File: src/assert_macros.svh
// Assertion macros shared by the price level matcher RTL.
`ifndef ASSERT_MACROS_SVH
`define ASSERT_MACROS_SVH

`ifndef ASSERT_OFF

// Check prop at every rising edge of clk while rstn is high.
`define ASSERT_CLK(lbl, clk, rstn, prop, msg) \
    lbl: assert property (@(posedge clk) disable iff (!rstn) (prop)) else $error(msg);

// Check prop at every rising edge of clk, reset included.
`define ASSERT_ALWAYS(lbl, clk, prop, msg) \
    lbl: assert property (@(posedge clk) (prop)) else $error(msg);

`else

`define ASSERT_CLK(lbl, clk, rstn, prop, msg)
`define ASSERT_ALWAYS(lbl, clk, prop, msg)

`endif

`endif

File: src/plm_pkg.sv
// Package with widths, result codes and controller/datapath interface types.
package plm_pkg;

    localparam int DEF_QUEUE_DEPTH = 64;

    localparam int ID_W       = 32;
    localparam int VOL_W      = 32;
    localparam int PRICE_W    = 32;
    localparam int TOTAL_W    = 38;
    localparam int RES_KIND_W = 2;

    localparam logic [RES_KIND_W-1:0] RES_ADD_OK   = 2'd0;
    localparam logic [RES_KIND_W-1:0] RES_ADD_FULL = 2'd1;
    localparam logic [RES_KIND_W-1:0] RES_FILL     = 2'd2;

    localparam logic KIND_ADD   = 1'b0;
    localparam logic KIND_MATCH = 1'b1;
    localparam logic SIDE_BUY   = 1'b0;

    typedef struct packed {
        logic accept;
        logic add_go;
        logic fill_go;
    } plm_cmd_t;

    typedef struct packed {
        logic new_match;
        logic empty;
        logic out_free;
        logic fill_last;
    } plm_status_t;

endpackage

File: src/plm_ctrl.sv
// Controller: sequences add and match items over the datapath.
`include "assert_macros.svh"

module plm_ctrl (
    input  logic                 aclk,
    input  logic                 aresetn,
    input  logic                 s_valid,
    output logic                 s_ready,
    input  plm_pkg::plm_status_t status,
    output plm_pkg::plm_cmd_t    cmd
);

    import plm_pkg::*;

    typedef enum logic [2:0] {
        ST_IDLE = 3'b001,
        ST_ADD  = 3'b010,
        ST_FILL = 3'b100
    } state_t;

    state_t state_reg, state_next;

    always_comb begin
        state_next  = state_reg;
        cmd.accept  = 1'b0;
        cmd.add_go  = 1'b0;
        cmd.fill_go = 1'b0;
        unique case (state_reg)
            ST_IDLE: begin
                if (s_valid) begin
                    cmd.accept = 1'b1;
                    if (!status.new_match) begin
                        state_next = ST_ADD;
                    end else if (!status.empty) begin
                        state_next = ST_FILL;
                    end
                end
            end
            ST_ADD: begin
                if (status.out_free) begin
                    cmd.add_go = 1'b1;
                    state_next = ST_IDLE;
                end
            end
            ST_FILL: begin
                if (status.out_free) begin
                    cmd.fill_go = 1'b1;
                    if (status.fill_last) begin
                        state_next = ST_IDLE;
                    end
                end
            end
            default: begin
                state_next = ST_IDLE;
            end
        endcase
    end

    always_ff @(posedge aclk) begin
        if (!aresetn) begin
            state_reg <= ST_IDLE;
        end else begin
            state_reg <= state_next;
        end
    end

    assign s_ready = (state_reg == ST_IDLE);

    `ASSERT_CLK(a_go_needs_room, aclk, aresetn, (cmd.add_go || cmd.fill_go) |-> status.out_free, "result issued into busy output")
    `ASSERT_CLK(a_fill_stays, aclk, aresetn, (state_reg == ST_FILL && !status.out_free) |=> (state_reg == ST_FILL), "match left while stalled")
    `ASSERT_CLK(a_state_onehot, aclk, aresetn, $onehot(state_reg), "state not one-hot")

endmodule
File: config.mk
export PLATFORM = sky130hd
export DESIGN_NAME = plm_ctrl
export DESIGN_NICKNAME = d
export VERILOG_FILES = /design/src/plm_pkg.sv /design/src/plm_ctrl.sv
export VERILOG_INCLUDE_DIRS = /design/src /design/src/src
export SDC_FILE = /design/constraint.sdc
export NUM_CORES = 1
export LEC_CHECK = 0
export ABC_AREA = 1
export BUFFER_PORTS_ARGS = -buffer_cell sky130_fd_sc_hd__buf_2
export CAP_MARGIN = 20
export CORE_AREA = 2 2 39 41
export CTS_BUF_LIST = sky130_fd_sc_hd__clkbuf_4
export CTS_CLUSTER_SIZE = 24
export DETAILED_ROUTE_END_ITERATION = 7
export DIE_AREA = 0 0 41 43
export PLACE_DENSITY = 0.42
export RECOVER_POWER = 100
export SYNTH_ARGS = -nofsm -noshare
export SYNTH_HDL_FRONTEND = slang
export SYNTH_SLANG_ARGS = --single-unit
File: constraint.sdc
create_clock -name aclk -period 1.2 [get_ports aclk]
set_input_delay 0.24 -clock aclk [delete_from_list [all_inputs] [get_ports aclk]]
set_output_delay 0.24 -clock aclk [all_outputs]
set_load 0.005 [all_outputs]
==> results of run 1 <==
-- cell usage after synthesis --
master	count
o21a_1	1
nand3b_1	1
nand3_2	3
nand2_1	7
nand3_1	4
dfxtp_1	3
nor3_4	1
bufinv_8	1
nor2_2	2
nand2_2	1
inv_1	1
nor3_1	1
nor2_1	5
inv_2	5
-- layout make-up --
class,instances,share of cell area
clock buffer,4,0.0667
sequential,3,0.147
multi-input combinational,26,0.378
timing repair buffer,18,0.275
tap,16,0.0444
inverter,7,0.0889
-- what timing repair did --
item	4_1_cts	5_1_grt
buffers inserted	6	2
gates resized for setup	5	6
endpoints found under the setup margin	4	7
pin swaps	3	3
-- stage by stage --
step                setup TNS [ns]  hold WS [ns]  instances
global placement                 0         0.459         62
finish                      -0.271         0.225         74
CTS                         -0.341         0.218         72
floorplan                        0         0.324         36
global route                -0.702         0.246         74
detailed placement               0         0.464         62
-- kinds of logic (layout without fill, tap and decap cells) --
family / count (synthesis) / after routing
AO/OA/AOI/OAI: 1 / 1
flip-flops: 3 / 3
buffers and inverters: 7 / 29
AND/OR/NAND/NOR: 25 / 25
-- path summary, 6_finish.rpt --
| path | from | endpoint | slack [ns] | cells past startpoint |
|---|---|---|---|---|
| hold / removal | aresetn | state_reg[0] | 0.23 | 2 |
| hold reg to reg | state_reg[0] | state_reg[0] | 0.59 | 3 |
| setup / recovery | state_reg[1] | cmd[2] | -0.10 | 4 |
| setup reg to reg | state_reg[1] | state_reg[2] | -0.02 | 8 |
-- worst max-delay path, delay by kind of cell, from the launching register on --
kind | cells | cell delay, ns
buffers and inverters | 2 | 0.17
DFF | 1 | 0.35
and+or+nand+nor | 2 | 0.31
-- routing by layer --
layer | share of wire | vias up
met5 | 0 | -
met4 | 0 | 0
met3 | 0.078 | 0
met2 | 0.54 | 9
met1 | 0.38 | 125
li1 | - | 158
-- power by group through the flow --
| stage | registers (mW) | clock network [mW] | logic, mW |
|---|---|---|---|
| after floorplan | 0.183 | 0 | 0.306 |
| after global placement | 0.189 | 0 | 0.407 |
| after detailed placement | 0.188 | 0 | 0.399 |
| after CTS | 0.186 | 0.210 | 0.660 |
| after global routing | 0.202 | 0.218 | 0.836 |
| final | 0.195 | 0.197 | 0.758 |
-- cell usage in the layout (no fill, tap or decap), drive strengths merged --
| cell type | netlist | layout |
|---|---|---|
| nand2 | 8 | 8 |
| nand3 | 7 | 7 |
| bufinv | 1 | 1 |
| nand3b | 1 | 1 |
| nor3 | 2 | 2 |
| dfxtp | 3 | 3 |
| clkbuf | 0 | 4 |
| inv | 6 | 6 |
| buf | 0 | 18 |
| nor2 | 7 | 7 |
| o21a | 1 | 1 |
==> impl_metrics.tcl, run 1 <==
set metrics [dict create \
    fin_crit_sh 1.09 \
    clock.fmax_ghz 0.768 \
    synth_xor_area_frac 0 \
    drc_errors 0 \
    switchingPower_mw 0.436 \
    setup_viol 5 \
    syn_area_um2 250 \
    hold_viol_final 0 \
    vias 292 \
    largest_reg_flops 3 \
    synth.area.top_cells "dfxtp_1 24%, nand3_2 12%, nand2_1 11%, nand3_1 8.0%, inv_2 7.5%" \
    drt_first_pass_iters 2 \
    leakagePower_nw 0.243 \
    grt_util_met3 0.0366 \
    ir_drop_uv 763 \
    slowest_stage "dfxtp_4" \
    cts_buffer_depth 2 \
    path_cells "nor3_4, inv_2, nor2_1, buf_2" \
    period_minus_slack_ns 1.30 \
    netlist_instances 36 \
    relSlewSlack 0.867 \
    synth-simple-area-share 0.570 \
    synth_top_area_frac 0.240 \
    busiest_layer "met2" \
    dieArea_um2 1760 \
    placed_area_um2 320 \
    cts.clk_slew.worst_paths_ns 0.03 \
    grt_util_met2 0.156 \
    ant_nets 0 \
    cts_sinks 3 \
    skew_ns 0.00175 \
    synth_fa_ha_area_frac 0 \
    start_kind "register" \
    place.gp.congestion 0.652 \
    clk_latency_ns 0.23 \
    status "finished, violations left" \
    core_area_um2 1380 \
    grt_pass1_vias 295 \
    ios 11 \
    design_area_um2 450 \
    syn_nets 43 \
    cts_tree "done" \
    cts_root_buf "clkbuf_4" \
    crit_type "register to output port" \
    hpwl_um 437 \
    grt_pass1_wl_um 1120 \
    final_util 0.325 \
    fillers 157 \
    grt_use_met1 0.0962 \
    groute.usage.overall 0.0963 \
    p_per_area_nw_per_um2 2550 \
    cp.arrival_ns 1.06 \
    synth_top_area_cell "dfxtp_1" \
    seq_area_frac_synth 0.240 \
    worstPathRequired_ns 0.96 \
    tightest_slew_ns 0.199 \
    maxSlewViolCount 0 \
    worst_slack_ns -0.102 \
    avgViaCountPerCell 3.95 \
    p_int_mw 0.714 \
    ys_ff_latch 3 \
    port_buffers 10 \
    seq_power_share 0.169 \
    synthMuxAreaShare 0 \
    cts_buffers 3 \
    switching_share 0.380 \
    rsz0062_at_grt "yes" \
    drive_gt1_frac 0.690 \
    cp_max_fo 3 \
    synth-compound-area-share 0.0300 \
    yosysWarnings 0 \
    wl_um 664 \
    area_delta_synth_final_pct 80.0 \
    fp.dieH_um 43 \
    synth_cell_types 14 \
    wl_per_cell_um 8.97 \
    start_util 0.181 \
    hp-class "primary input to register" \
    pwr-share-comb 0.659 \
    antenna_found_initial 0 \
    rows 14 \
    synth_top_family_by_area "simple AND/OR/NAND/NOR gates" \
    drt_iter0_drc 3 \
    nets 66 \
    overflow 0 \
    syn_avg_cell_area_um2 6.95 \
    regArea_um2 66.3 \
    cts_hold_buf 0 \
    critical_path.endpoint_type "output port" \
    dpl_worst_slack_ns 0.0748 \
    violations "setup timing" \
    die_x_um 41 \
    totalPowerFinal_mw 1.15 \
    multi_input_comb_area_um2 170 \
    grt_max_degree 5 \
    cts-htree-levels 1 \
    clkPwrFrac 0.171 \
    diodes 0 \
    cap_violations 0 \
    slowest_delay_ns 0.35 \
]
Power figures use the tool's default switching activity.
==> run 2, diff against run 1 <==
Settings changed: CTS_BUF_LIST sky130_fd_sc_hd__clkbuf_4 to sky130_fd_sc_hd__clkbuf_2.
==> run 2 against run 1 <==
  * The flow still finishes with violations (setup timing)
  * Highest routed layer unchanged
  * Final area is 3.3% lower
  * Critical path type unchanged
  * Hold slack gained 0.030 ns
  * Clock skew grew 0.0012 ns
  * Power decreased by 4.4%
  * Register-to-register slack about the same
  * Die area stayed put
  * Sequential share of layout area increased by 0.51 points
  * Sequential power decreased by 4%
  * First-iteration DRC count down 67%
  * Clock power shrank 29%
  * Sequential cell count unchanged
  * Final cell count unchanged
==> impl_metrics.tcl, run 2 (same netlist as run 1, synthesis figures left out) <==
set metrics [dict create \
    avgViaCountPerCell 4.01 \
    core_area_um2 1380 \
    leakagePower_nw 0.238 \
    clk_latency_ns 0.20 \
    cts_sinks 3 \
    fillers 159 \
    wl_per_cell_um 9.08 \
    placed_area_um2 320 \
    vias 297 \
    cts_tree "done" \
    cts.clk_slew.worst_paths_ns 0.04 \
    cts_buffer_depth 2 \
    grt_util_met3 0.0366 \
    cp_max_fo 3 \
    ios 11 \
    cp.arrival_ns 1.03 \
    grt_util_met2 0.156 \
    relSlewSlack 0.865 \
    worst_slack_ns -0.0712 \
    ant_nets 0 \
    critical_path.endpoint_type "output port" \
    grt_max_degree 5 \
    worstPathRequired_ns 0.96 \
    slowest_stage "dfxtp_2" \
    rsz0062_at_grt "yes" \
    crit_type "register to output port" \
    start_kind "register" \
    drt_first_pass_iters 2 \
    die_x_um 41 \
    setup_viol 5 \
    path_cells "inv_2, nor3_4, inv_2, nor2_1, buf_2" \
    wl_um 672 \
    r2r_cells 9 \
    fin_crit_sh 1.06 \
    tightest_slew_ns 0.201 \
    period_minus_slack_ns 1.27 \
    violations "setup timing" \
    ir_drop_uv 739 \
    hp-class "primary input to register" \
    final_common_cell "buf_2" \
    cts_buffers 3 \
    grt_pass1_wl_um 1120 \
    maxSlewViolCount 0 \
    largest_reg_flops 3 \
    diodes 0 \
    holdWs_ns 0.255 \
    rows 14 \
    grt_pass1_vias 295 \
    crit_top_cell "inv_2" \
    area_delta_synth_final_pct 74.0 \
    layout_common_cells "9 x buf_2, 8 x buf_4, 6 x nand2_1" \
    skew_ns 0.00294 \
    place.gp.congestion 0.652 \
    dieArea_um2 1760 \
    slowest_delay_ns 0.33 \
    busiest_layer "met2" \
    antenna_found_initial 0 \
    port_buffers 10 \
    hold_viol_final 0 \
    drc_errors 0 \
    groute.usage.overall 0.0973 \
    hpwl_um 437 \
    cts_root_buf "clkbuf_2" \
    overflow 0 \
    drt_iter0_drc 1 \
    design_area_um2 435 \
    cap_violations 0 \
    cts_hold_buf 0 \
    p_per_area_nw_per_um2 2530 \
    fp.dieH_um 43 \
    cts-htree-levels 1 \
    status "finished, violations left" \
    nets 66 \
    worstHoldPathCells 2 \
    start_util 0.181 \
    grt_use_met1 0.0994 \
    clock.fmax_ghz 0.787 \
    drive_gt1_frac 0.690 \
]
-- run 2: cell types whose count changed in the layout (fill, tap and decap cells not counted) --
cell / change
clkbuf_2: +4
buf_4: +2
clkbuf_4: -4
inv_4: +1
buf_6: -2
inv_2: -1
-- run 2: worst max-delay path, delay by kind of cell, from the launching register on --
kind                   cells  cell delay, ns
DFF                        1            0.33
buffers and inverters      3            0.22
and+or+nand+nor            2            0.29
-- run 2: timing repair --
action                     4_1_cts  5_1_grt
setup endpoints to repair        4        7
buffers inserted                 6        2
resized for setup                5        5
pin swaps                        3        5
-- run 2: per-stage QoR --
stage | total power, mW | instances | TNS, ns | worst slack (ns) | utilization
2_1_floorplan | 0.488 | 36 | 0 | 0.181 | -
3_3_place_gp | 0.596 | 62 | 0 | 0.0668 | 0.231
3_5_place_dp | 0.587 | 62 | 0 | 0.0748 | 0.231
4_1_cts | 0.997 | 72 | -0.260 | -0.108 | 0.292
5_1_grt | 1.21 | 74 | -0.756 | -0.162 | 0.315
6_report | 1.10 | 74 | -0.237 | -0.0712 | 0.315
-- run 2: metal layers --
layer / vias to the layer above / share of wire
met1: 132 / 0.37
met5: - / 0
li1: 158 / -
met4: 0 / 0
met2: 7 / 0.55
met3: 0 / 0.074
-- run 2: path summary, 6_finish.rpt --
check | to | from | slack (ns)
hold reg to reg | state_reg[0] | state_reg[0] | 0.60
hold / removal | state_reg[0] | aresetn | 0.26
setup reg to reg | state_reg[2] | state_reg[0] | -0.02
setup / recovery | cmd[2] | state_reg[0] | -0.07
-- run 2: power by group --
| group | internal [mW] | switching, mW | total, mW |
|---|---|---|---|
| Sequential | 0.151 | 0.0375 | 0.188 |
| Combinational | 0.420 | 0.353 | 0.773 |
| Clock | 0.0879 | 0.0506 | 0.139 |
-- run 2: area by class of cell --
cell class	instances	area [um^2]	area share
Clock buffer	4	20.0	0.0460
Inverter	7	42.5	0.0977
Multi-Input combinational cell	26	170	0.391
Sequential cell	3	66.3	0.152
Tap cell	16	20.0	0.0460
Timing Repair Buffer	18	116	0.267
